### src/rtl/mexp_pkg.sv
// ----------------------------------------------------------------------------
// Modular exponentiation package
// Shared types and constants for the modular exponentiation block.
// ----------------------------------------------------------------------------
package mexp_pkg;

  localparam int VALUE_W = 32;
  localparam int CFG_DATA_W = 32;
  localparam int CFG_INDEX_W = 1;

  localparam logic [CFG_INDEX_W-1:0] REG_EXPONENT = 1'b0;
  localparam logic [CFG_INDEX_W-1:0] REG_MODULUS  = 1'b1;

  localparam logic [CFG_DATA_W-1:0] RESET_EXPONENT = 32'd65537;
  localparam logic [CFG_DATA_W-1:0] RESET_MODULUS  = 32'd309485009;

  typedef enum logic [2:0] {
    ST_IDLE,
    ST_REDUCE,
    ST_EXP,
    ST_MULT,
    ST_FINISH
  } mexp_state_t;

  typedef struct packed {
    logic start;
    logic out_ready;
  } mexp_ctrl_t;

  typedef struct packed {
    logic in_ready;
    logic out_valid;
  } mexp_stat_t;

endpackage

### src/rtl/mexp_in_if.sv
// ----------------------------------------------------------------------------
// Modular exponentiation input channel
// Valid/ready channel that carries one base value per transfer.
// ----------------------------------------------------------------------------
interface mexp_in_if;
  logic                         valid;
  logic                         ready;
  logic [mexp_pkg::VALUE_W-1:0] base_value;

  modport source (output valid, output base_value, input ready);
  modport sink (input valid, input base_value, output ready);
endinterface

### src/rtl/mexp_out_if.sv
// ----------------------------------------------------------------------------
// Modular exponentiation result channel
// Valid/ready channel that carries one result value per transfer.
// ----------------------------------------------------------------------------
interface mexp_out_if;
  logic                         valid;
  logic                         ready;
  logic [mexp_pkg::VALUE_W-1:0] result_value;

  modport source (output valid, output result_value, input ready);
  modport sink (input valid, input result_value, output ready);
endinterface

### src/rtl/modular_exponentiation.sv
// ----------------------------------------------------------------------------
// Modular exponentiation
// Raises each base value to a configured exponent modulo a configured modulus.
// ----------------------------------------------------------------------------
// The input channel carries one base value per transfer and the result channel
// returns exactly one result value per base, in order. The user must write the
// exponent and the modulus through the cfg_ port only while the block is idle;
// the block itself does not enforce this. The block works on one base at a
// time and is not ready during the work. The base is first reduced modulo the
// modulus bit by bit. Each exponent bit up to the highest set bit then costs
// one modular squaring and, for a set bit, one modular product; each product
// is computed bit-serially over the multiplier on a shared modular add and
// double step. A zero exponent or a zero modulus skips the reduction and the
// products and goes straight to the finish state.
// Reset restores the default exponent and modulus and empties the block.
// A finished result waits in an output register while the receiver stalls,
// and the next base is already accepted meanwhile.
// ----------------------------------------------------------------------------
module modular_exponentiation #(
  parameter int OPERAND_WIDTH = 32
) (
  input  logic                                  clk,
  input  logic                                  rst_n,
  mexp_in_if.sink                               in_if,
  mexp_out_if.source                            out_if,
  input  logic                                  cfg_we,
  input  logic [mexp_pkg::CFG_INDEX_W-1:0]      cfg_index,
  input  logic [mexp_pkg::CFG_DATA_W-1:0]       cfg_wdata
);

  localparam int W  = OPERAND_WIDTH;
  localparam int EW = (W > mexp_pkg::VALUE_W) ? W : mexp_pkg::VALUE_W;
  localparam logic [EW-1:0] EXP_RST = EW'(mexp_pkg::RESET_EXPONENT);
  localparam logic [EW-1:0] MOD_RST = EW'(mexp_pkg::RESET_MODULUS);

  logic [W-1:0]  exp_r, exp_nxt;
  logic [W-1:0]  mod_r, mod_nxt;
  logic [EW-1:0] wdata_ext;
  logic [EW-1:0] base_ext;
  logic [EW-1:0] result_ext;
  logic [W-1:0]  core_result;

  mexp_pkg::mexp_ctrl_t ctrl;
  mexp_pkg::mexp_stat_t stat;

  assign wdata_ext = EW'(cfg_wdata);

  always_comb begin
    exp_nxt = exp_r;
    mod_nxt = mod_r;
    if (cfg_we) begin
      case (cfg_index)
        mexp_pkg::REG_EXPONENT: exp_nxt = wdata_ext[W-1:0];
        mexp_pkg::REG_MODULUS:  mod_nxt = wdata_ext[W-1:0];
        default: begin
        end
      endcase
    end
  end

  always_ff @(posedge clk) begin
    if (!rst_n) begin
      exp_r <= EXP_RST[W-1:0];
      mod_r <= MOD_RST[W-1:0];
    end else begin
      exp_r <= exp_nxt;
      mod_r <= mod_nxt;
    end
  end

  assign base_ext       = EW'(in_if.base_value);
  assign ctrl.start     = in_if.valid && stat.in_ready;
  assign ctrl.out_ready = out_if.ready;

  mexp_core #(.W(W)) u_core (
    .clk      (clk),
    .rst_n    (rst_n),
    .ctrl     (ctrl),
    .stat     (stat),
    .base     (base_ext[W-1:0]),
    .exponent (exp_r),
    .modulus  (mod_r),
    .result   (core_result)
  );

  assign result_ext          = EW'(core_result);
  assign in_if.ready         = stat.in_ready;
  assign out_if.valid        = stat.out_valid;
  assign out_if.result_value = result_ext[mexp_pkg::VALUE_W-1:0];

endmodule

### src/rtl/mexp_modadd.sv
// ----------------------------------------------------------------------------
// Modular adder
// Returns (a + b + cin) mod m for a and b below m, with one compare and subtract.
// ----------------------------------------------------------------------------
module mexp_modadd #(
  parameter int W = 32
) (
  input  logic [W-1:0] a,
  input  logic [W-1:0] b,
  input  logic         cin,
  input  logic [W-1:0] m,
  output logic [W-1:0] y
);

  logic [W:0] sum;
  logic [W:0] diff;

  assign sum  = {1'b0, a} + {1'b0, b} + {{W{1'b0}}, cin};
  assign diff = sum - {1'b0, m};
  assign y    = (sum >= {1'b0, m}) ? diff[W-1:0] : sum[W-1:0];

endmodule

### src/rtl/mexp_core.sv
// ----------------------------------------------------------------------------
// Modular exponentiation core
// Sequencer around a shared modular add/double step: base reduction, then
// right-to-left square-and-multiply with bit-serial modular products.
// ----------------------------------------------------------------------------
module mexp_core #(
  parameter int W = 32
) (
  input  logic                clk,
  input  logic                rst_n,
  input  mexp_pkg::mexp_ctrl_t ctrl,
  output mexp_pkg::mexp_stat_t stat,
  input  logic [W-1:0]        base,
  input  logic [W-1:0]        exponent,
  input  logic [W-1:0]        modulus,
  output logic [W-1:0]        result
);

  localparam int CW = $clog2(W + 1);

  mexp_pkg::mexp_state_t state_r, state_nxt;
  logic          out_valid_r, out_valid_nxt;
  logic          sel_sq_r, sel_sq_nxt;
  logic [CW-1:0] cnt_r, cnt_nxt;
  logic [W-1:0]  e_r, e_nxt;
  logic [W-1:0]  m_r, m_nxt;
  logic [W-1:0]  res_r, res_nxt;
  logic [W-1:0]  bas_r, bas_nxt;
  logic [W-1:0]  acc_r, acc_nxt;
  logic [W-1:0]  a_r, a_nxt;
  logic [W-1:0]  mb_r, mb_nxt;
  logic [W-1:0]  out_r, out_nxt;
  logic [W-1:0]  add_y;
  logic [W-1:0]  dbl_y;
  logic          dbl_cin;

  assign dbl_cin = (state_r == mexp_pkg::ST_REDUCE) && mb_r[W-1];

  mexp_modadd #(.W(W)) u_add (
    .a   (acc_r),
    .b   (a_r),
    .cin (1'b0),
    .m   (m_r),
    .y   (add_y)
  );

  mexp_modadd #(.W(W)) u_dbl (
    .a   (a_r),
    .b   (a_r),
    .cin (dbl_cin),
    .m   (m_r),
    .y   (dbl_y)
  );

  always_comb begin
    state_nxt     = state_r;
    out_valid_nxt = out_valid_r;
    sel_sq_nxt    = sel_sq_r;
    cnt_nxt       = cnt_r;
    e_nxt         = e_r;
    m_nxt         = m_r;
    res_nxt       = res_r;
    bas_nxt       = bas_r;
    acc_nxt       = acc_r;
    a_nxt         = a_r;
    mb_nxt        = mb_r;
    out_nxt       = out_r;

    if (out_valid_r && ctrl.out_ready) begin
      out_valid_nxt = 1'b0;
    end

    case (state_r)
      mexp_pkg::ST_IDLE: begin
        if (ctrl.start) begin
          e_nxt = exponent;
          m_nxt = modulus;
          if (exponent == '0) begin
            res_nxt   = W'(1);
            state_nxt = mexp_pkg::ST_FINISH;
          end else if (modulus == '0) begin
            res_nxt   = '0;
            state_nxt = mexp_pkg::ST_FINISH;
          end else begin
            a_nxt     = '0;
            mb_nxt    = base;
            cnt_nxt   = CW'(W);
            state_nxt = mexp_pkg::ST_REDUCE;
          end
        end
      end
      mexp_pkg::ST_REDUCE: begin
        a_nxt   = dbl_y;
        mb_nxt  = {mb_r[W-2:0], 1'b0};
        cnt_nxt = cnt_r - CW'(1);
        if (cnt_r == CW'(1)) begin
          bas_nxt   = dbl_y;
          res_nxt   = (m_r == W'(1)) ? '0 : W'(1);
          state_nxt = mexp_pkg::ST_EXP;
        end
      end
      mexp_pkg::ST_EXP: begin
        acc_nxt = '0;
        a_nxt   = bas_r;
        if (e_r == '0) begin
          state_nxt = mexp_pkg::ST_FINISH;
        end else if (e_r[0]) begin
          mb_nxt     = res_r;
          sel_sq_nxt = 1'b0;
          e_nxt      = {e_r[W-1:1], 1'b0};
          state_nxt  = mexp_pkg::ST_MULT;
        end else begin
          mb_nxt     = bas_r;
          sel_sq_nxt = 1'b1;
          e_nxt      = e_r >> 1;
          state_nxt  = mexp_pkg::ST_MULT;
        end
      end
      mexp_pkg::ST_MULT: begin
        if (mb_r == '0) begin
          if (sel_sq_r) begin
            bas_nxt = acc_r;
          end else begin
            res_nxt = acc_r;
          end
          state_nxt = mexp_pkg::ST_EXP;
        end else begin
          acc_nxt = mb_r[0] ? add_y : acc_r;
          a_nxt   = dbl_y;
          mb_nxt  = mb_r >> 1;
        end
      end
      mexp_pkg::ST_FINISH: begin
        if (!out_valid_r || ctrl.out_ready) begin
          out_nxt       = res_r;
          out_valid_nxt = 1'b1;
          state_nxt     = mexp_pkg::ST_IDLE;
        end
      end
      default: begin
        state_nxt = mexp_pkg::ST_IDLE;
      end
    endcase
  end

  always_ff @(posedge clk) begin
    if (!rst_n) begin
      state_r     <= mexp_pkg::ST_IDLE;
      out_valid_r <= 1'b0;
    end else begin
      state_r     <= state_nxt;
      out_valid_r <= out_valid_nxt;
    end
  end

  always_ff @(posedge clk) begin
    sel_sq_r <= sel_sq_nxt;
    cnt_r    <= cnt_nxt;
    e_r      <= e_nxt;
    m_r      <= m_nxt;
    res_r    <= res_nxt;
    bas_r    <= bas_nxt;
    acc_r    <= acc_nxt;
    a_r      <= a_nxt;
    mb_r     <= mb_nxt;
    out_r    <= out_nxt;
  end

  assign stat.in_ready  = (state_r == mexp_pkg::ST_IDLE);
  assign stat.out_valid = out_valid_r;
  assign result         = out_r;

endmodule

### src/flat_wrapper.sv
// flat-port wrapper written by rule: the top's interface ports become plain ports
module modular_exponentiation_flat 
#(
  parameter int OPERAND_WIDTH = 32
)
  (clk, rst_n, cfg_we, cfg_index, cfg_wdata, in_if_valid, in_if_base_value, in_if_ready, out_if_valid, out_if_result_value, out_if_ready);
  mexp_in_if in_if_i ();
  mexp_out_if out_if_i ();
  input  logic clk;
  input  logic rst_n;
  input  logic cfg_we;
  input  logic [mexp_pkg::CFG_INDEX_W-1:0] cfg_index;
  input  logic [mexp_pkg::CFG_DATA_W-1:0] cfg_wdata;
  input wire logic [$bits(in_if_i.valid)-1:0] in_if_valid;
  input wire logic [$bits(in_if_i.base_value)-1:0] in_if_base_value;
  output wire logic [$bits(in_if_i.ready)-1:0] in_if_ready;
  output wire logic [$bits(out_if_i.valid)-1:0] out_if_valid;
  output wire logic [$bits(out_if_i.result_value)-1:0] out_if_result_value;
  input wire logic [$bits(out_if_i.ready)-1:0] out_if_ready;
  assign in_if_i.valid = in_if_valid;
  assign in_if_i.base_value = in_if_base_value;
  assign in_if_ready = in_if_i.ready;
  assign out_if_valid = out_if_i.valid;
  assign out_if_result_value = out_if_i.result_value;
  assign out_if_i.ready = out_if_ready;
  modular_exponentiation #(.OPERAND_WIDTH(OPERAND_WIDTH)) u_core (.clk(clk), .rst_n(rst_n), .in_if(in_if_i), .out_if(out_if_i), .cfg_we(cfg_we), .cfg_index(cfg_index), .cfg_wdata(cfg_wdata));
endmodule
### config.mk
export PLATFORM = sky130hd
export DESIGN_NAME = modular_exponentiation_flat
export DESIGN_NICKNAME = d
export VERILOG_FILES = /design/src/rtl/mexp_pkg.sv /design/src/rtl/mexp_in_if.sv /design/src/rtl/mexp_out_if.sv /design/src/rtl/modular_exponentiation.sv /design/src/rtl/mexp_modadd.sv /design/src/rtl/mexp_core.sv /design/src/flat_wrapper.sv
export SDC_FILE = /design/constraint.sdc
export NUM_CORES = 1
export LEC_CHECK = 0
export ABC_CLOCK_PERIOD_IN_PS = 14700
export BUFFER_PORTS_ARGS = -buffer_cell sky130_fd_sc_hd__buf_2
export CAP_MARGIN = 20
export CORE_MARGIN = 2
export CORE_UTILIZATION = 45
export DETAILED_ROUTE_END_ITERATION = 8
export GPL_ROUTABILITY_DRIVEN = 0
export PLACE_DENSITY = 0.74
export SLEW_MARGIN = 30
export SYNTH_ARGS = -nofsm -noshare
export SYNTH_HDL_FRONTEND = slang
export SYNTH_SLANG_ARGS = --single-unit
### constraint.sdc
create_clock -name clk -period 14.7 [get_ports clk]
set_clock_uncertainty 0.15 [all_clocks]
set_input_delay 0 -clock clk [delete_from_list [all_inputs] [get_ports clk]]
set_output_delay 0 -clock clk [all_outputs]
set_load 0.02 [all_outputs]
### After elaboration in Yosys (flattened, before gate mapping)

Cells that the tools add are included.

* add/subtract/negate cells: 6
* magnitude comparators: 2
* eq/ne operators: 19
* multiplexer cells: 49
* bitwise operators: 2
* reduce and logical (&&, ||, !) cells: 30

Operator list (count)
* two-way mux 32 bit: 26
* case mux 32 bit (4 select lines): 2
* case mux 32 bit (2 select lines): 3
* zero test 32 bit: 4
* case mux 32 bit (3 select lines): 1
* adder 32 x 32 -> 33 bit: 2
* >= comparator 33 x 32 -> 1 bit: 2
* subtractor 32 bit: 2
* adder 33 x 1 -> 33 bit: 1
* equality test 32 x 1 -> 1 bit (second input constant): 1
* two-way mux 3 bit: 7
* != test 2 bit (second input constant): 10
* two-way mux 6 bit: 3
* AND reduction 4 bit: 4
* case mux 3 bit (5 select lines): 1
* case mux 6 bit (2 select lines): 1
* AND reduction 6 bit: 2
* AND reduction 2 bit: 5
* nonzero test 2 bit: 4
* equality test 3 x 2 -> 1 bit (second input constant): 2
* equality test 6 x 1 -> 1 bit (second input constant): 1
* AND reduction 3 bit: 2
* subtractor 6 x 1 -> 6 bit (second input constant): 1
* two-way mux 1 bit: 5
* 12 further kinds: 16

* register bits after elaboration: 331
* bits of input ports: 70
* output and inout bits: 34
* word-level logic and storage cells: 123

### Longest topological paths before layout

* depth after elaboration: 7
* depth in mapped cells: 23
* mapped depth without buffers: 22

### Hierarchy

Synthesis repeated with hierarchy kept, for this count alone.

* cell total of the unflattened synthesis: 2258
* area total of the unflattened synthesis: 22146.2 um^2

Modules (own cells, without submodules)
* mexp_core: instances 1, cells each 871, area each 11643.7 um^2
* mexp_modadd at u_core.u_core.u_add: instances 1, cells each 573, area each 4149.0 um^2
* mexp_modadd at u_core.u_core.u_dbl: instances 1, cells each 548, area each 3774.9 um^2
* modular_exponentiation: instances 1, cells each 266, area each 2578.7 um^2

### Worst setup path after synthesis

No wires, ideal clock.

* path type: register to register
* from: register u_core.u_core.mb_r[6]
* to: register u_core.u_core.res_r[0] (enable)
* setup time: 0.513 ns
* data arrival time: 4.502 ns
* required time: 14.037 ns
* slack: 9.535 ns
* cell stages (with the launch flop): 6
* clock period less this slack: 5.165 ns
* cell sequence: edfxtp_1 > nor4_1 > nand4_1 > o21ai_0 > nand2_1 > nor4b_1

* longest elaborated chain between the ends: 3

Ends and longest elaborated chain
* start: declaration: RTL line mexp_core.sv:31 `logic [W-1:0] mb_r, mb_nxt;`
* start signal: assignment: RTL line mexp_core.sv:165 `mb_r <= mb_nxt;`
* zero test 32 bit: RTL line mexp_core.sv:120 `if (mb_r == '0) begin`
* != test 2 bit (no line)
* AND reduction 6 bit (no line)
* end signal: assignment: RTL line mexp_core.sv:161 `res_r <= res_nxt;`
* end: declaration: RTL line mexp_core.sv:27 `logic [W-1:0] res_r, res_nxt;`

No other way between the ends.
A chain may end at the register's enable or synchronous reset.

### Worst setup path in the final report

* from: register u_core.u_core.a_r[0]
* to: register u_core.u_core.acc_r[11] (data pin)

* longest elaborated chain between the ends: 6
* elaborated cells between the ends (all ways): 7
* those cells by class: add/sub (2); order compare (1); mux (4)

Ends and longest elaborated chain
* start: declaration: RTL line mexp_core.sv:30 `logic [W-1:0] a_r, a_nxt;`
* start signal: assignment: RTL line mexp_core.sv:164 `a_r <= a_nxt;`
* adder 32 x 32 -> 33 bit *: RTL line mexp_modadd.sv:18 `assign sum = {1'b0, a} + {1'b0, b} + {{W{1'b0}}, cin};`
* subtractor 32 bit / >= comparator 33 x 32 -> 1 bit (equally long branches): RTL line mexp_modadd.sv:19, mexp_modadd.sv:20
* two-way mux 32 bit *: RTL line mexp_modadd.sv:20 `assign y = (sum >= {1'b0, m}) ? diff[W-1:0] : sum[W-1:0];`
* two-way mux 32 bit *: RTL line mexp_core.sv:128 `acc_nxt = mb_r[0] ? add_y : acc_r;`
* two-way mux 32 bit *: RTL line mexp_core.sv:120
* case mux 32 bit (2 select lines) *: RTL line mexp_core.sv:73 `case (state_r)`
* end signal: assignment: RTL line mexp_core.sv:163 `acc_r <= acc_nxt;`
* end: declaration: RTL line mexp_core.sv:29 `logic [W-1:0] acc_r, acc_nxt;`

Every way passes the cells marked *; elsewhere a longest branch is shown, timed or not. The select of a mux whose other input is x is not followed.

==> qor.yml <==
drc: 0
p_leak_nw: 9.01
cts_sinks: 331
power_frac_seq_pct: 29.5
setup_viol: 0
pwr-share-clk_pct: 16.6
numPortBuffers: 103
multi_input_area_um2: 9580
vias: 16080
syn_inst: 1963
gr-usage-met1_pct: 31.3
avgSynthCellArea_um2: 9.88
hold_path.class: "in2reg"
cp_common_cell: "ha_1"
fin_setup_tns_ns: 0
cp_cell_sequence: "ha_1 > fa_1 > a211oi_2 > o21ai_1 > a31oi_2 > o31ai_2 > a22oi_1 > a211oi_1 > a21o_1 > a21oi_1 > xnor2_1 > ha_1 > nand4_1 > nor4_1 > a31oi_1 > o21ai_0 > nand2_1 > nand3_1 > a211o_1 > buf_4 > mux2i_1 > nor2_1"
wl_per_cell_um: 20.8
ys_seq_area_share_pct: 47.7
place_area_um2: 20500
clk_latency_ns: 0.53
seq_area_um2: 9260
core_area_um2: 42800
nFillCells: 3727
power_frac_comb_pct: 53.8
hold_viol_final: 0
powerDensity_nw_per_um2: 237
ant_nets: 0
busiest_layer: "met2"
maxCapViolCount: 0
dpl.cell_count: 2541
antenna_found_initial: 0
n_antenna_cell: 0
use_met3_pct: 3.83
post_cts_buffers: 0
crit_path_max_fanout: 34
wirelength_um: 55900
slew_viol_final: 0
ys_warn_count: 0
reg2regPathDepth: 22
cts_inserted_buffers: 35
layout.cells.non_filler: 2685
synth_cell_type_count: 79
grt_pass1_wl_um: 85900
synthesis.nets: 2134
swShare_pct: 43.1
die_y_um: 212
dieArea_um2: 44800
slew_headroom_pct: 35.6
synth_top_area_cell: "edfxtp_1"
switching_power_mw: 2.29
ioPinCount: 104
grt_max_degree: 78
drive_above_1_share_pct: 12.0
start_util_pct: 45.3
drtIter0Drc: 1521
h-tree-depth: 2
endpoint_kind: "flop"
worstPathRequired_ns: 14.79
synthFlopType: "edfxtp_1"
ys_seq_elements: 331
crit_slowest_cell: "buf_4"
rows: 76
track_usage_pct: 24.5
synth-edff-count: 263
final_design_area_no_fill_um2: 22400
max_stage_delay_ns: 0.47
arrival_ns: 5.72
finalNetCount: 2286
synth.area.top_cells: "edfxtp_1, dfxtp_1, ha_1"
run_status: "completed"
period_share_pct: 38.4
cts_tree: "built"
utilization_pct: 52.3
fmax_ghz: 0.177
use_met2_pct: 40.8
worst_pin_slew_ns: 0.966
syn2layout_area_growth_pct: 15.5
cts_root_buf: "clkbuf_16"
firstDrtPassIters: 6
clkSlewWorstSetupHoldPaths_ns: 0.06
criticalPathCategory: "reg2reg"
grt_pass1_vias: 15687
mostFrequentLayoutCell: "nand2_1"
vdd_drop_max_mv: 0.159
crit_path_start_kind: "flop"
p_int_mw: 3.03
dp_hpwl_um: 39400
vias_per_cell: 5.99
synth_top_cell_area_share_pct: 40.7
rsz0062_at_grt: "false"
holdPathStages: 4
dieWidth_um: 212
clk_path_buf_depth: 3
overflow: 0
layout_common_cells: "nand2_1, edfxtp_1, a21oi_1"
synth-async-reset-ratio_pct: 0
netlist_area_um2: 19400
period_needed_ns: 5.64
power_mw: 5.32
-- through the flow --
stage          setup slack [ns]  hold slack, ns
2_1_floorplan              9.53         -0.0260
4_1_cts                    9.15          0.0520
3_5_place_dp               9.28          0.0923
5_1_grt                    8.75           0.102
6_report                   9.06          0.0870
3_3_place_gp               9.36          0.0788
-- flip-flops by register name, indices dropped and copies added (netlist names) --
register	count
u_core.exp_r	32
u_core.mod_r	32
u_core.u_core.a_r	32
u_core.u_core.acc_r	32
u_core.u_core.bas_r	32
u_core.u_core.cnt_r	6
u_core.u_core.e_r	32
u_core.u_core.m_r	32
u_core.u_core.mb_r	32
u_core.u_core.out_valid_r	1
u_core.u_core.res_r	32
u_core.u_core.result	32
u_core.u_core.sel_sq_r	1
u_core.u_core.state_r	3
-- area by class of cell --
class                           count  area share (%)
Clock buffer                       46            4.38
Clock inverter                     15           0.592
Inverter                           65            1.09
Multi-Input combinational cell   1476            42.8
Sequential cell                   331            41.3
Tap cell                          546            3.05
Timing Repair Buffer              206            6.77
-- per-layer routing --
metal | share of wire (%) | vias to the layer above
li1 | - | 7481
met1 | 42 | 7685
met2 | 47 | 744
met3 | 6.4 | 170
met4 | 5.1 | 0
met5 | 0 | -
-- Yosys cell counts (all sizes together), types with 51 or more instances --
cell type    n
a21boi      51
a21oi      145
clkbuf      76
dfxtp       68
edfxtp     263
ha          98
inv         64
mux2i       83
nand2      325
nand3       67
nor2       129
o21ai      112
xnor2       58
-- cell families (layout without fill, tap and decap cells) --
group                    Yosys count  after routing  share of synthesized area (%)
adder cells (fa/ha/maj)          101            101                           6.63
XOR/XNOR                          89             89                           4.02
flip-flops                       331            331                           47.7
AND/OR/NAND/NOR                  691            691                           16.1
AO/OA/AOI/OAI                    480            480                           16.1
buffers and inverters            156            332                           3.33
multiplexers                     115            115                           6.14
-- critical path, delay by kind of cell (launching register included) --
family / cells / cell delay [ns]
xor gates and xnor gates: 1 / 0.10
buffers and inverters: 1 / 0.47
muxes: 1 / 0.32
and+or+nand+nor: 5 / 0.67
AOI/OAI and AO/OA: 11 / 1.99
adders and majority gates: 3 / 1.13
DFF: 1 / 0.46
-- worst paths after layout --
| kind | start | end | slack [ns] |
|---|---|---|---|
| max reg2reg | u_core.u_core.a_r[0]$_DFFE_PP_ | u_core.u_core.acc_r[11]$_SDFFCE_PN0P_ | 9.06 |
| max | u_core.u_core.a_r[0]$_DFFE_PP_ | u_core.u_core.acc_r[11]$_SDFFCE_PN0P_ | 9.06 |
| min | cfg_we | u_core.mod_r[1]$_SDFFE_PN0P_ | 0.09 |
| min reg2reg | u_core.u_core.res_r[3]$_DFFE_PP_ | u_core.u_core.result[3]$_DFFE_PP_ | 0.29 |
-- power by group through the flow --
stage                     clock (mW)  sequential [mW]  combinational, mW
final                          0.884             1.57               2.86
after floorplan                    0             1.49               2.23
after CTS                      0.889             1.56               2.80
after detailed placement           0             1.58               2.76
after global placement             0             1.57               2.67
after global routing           0.926             1.59               3.11
-- repair_timing --
item | in CTS | in global routing
setup endpoints to repair | 0 | 0
gates resized for setup | 0 | 0
hold endpoints to repair | 115 | 0
hold buffers | 83 | 0
Note: power is estimated with default switching activity, not from simulation.
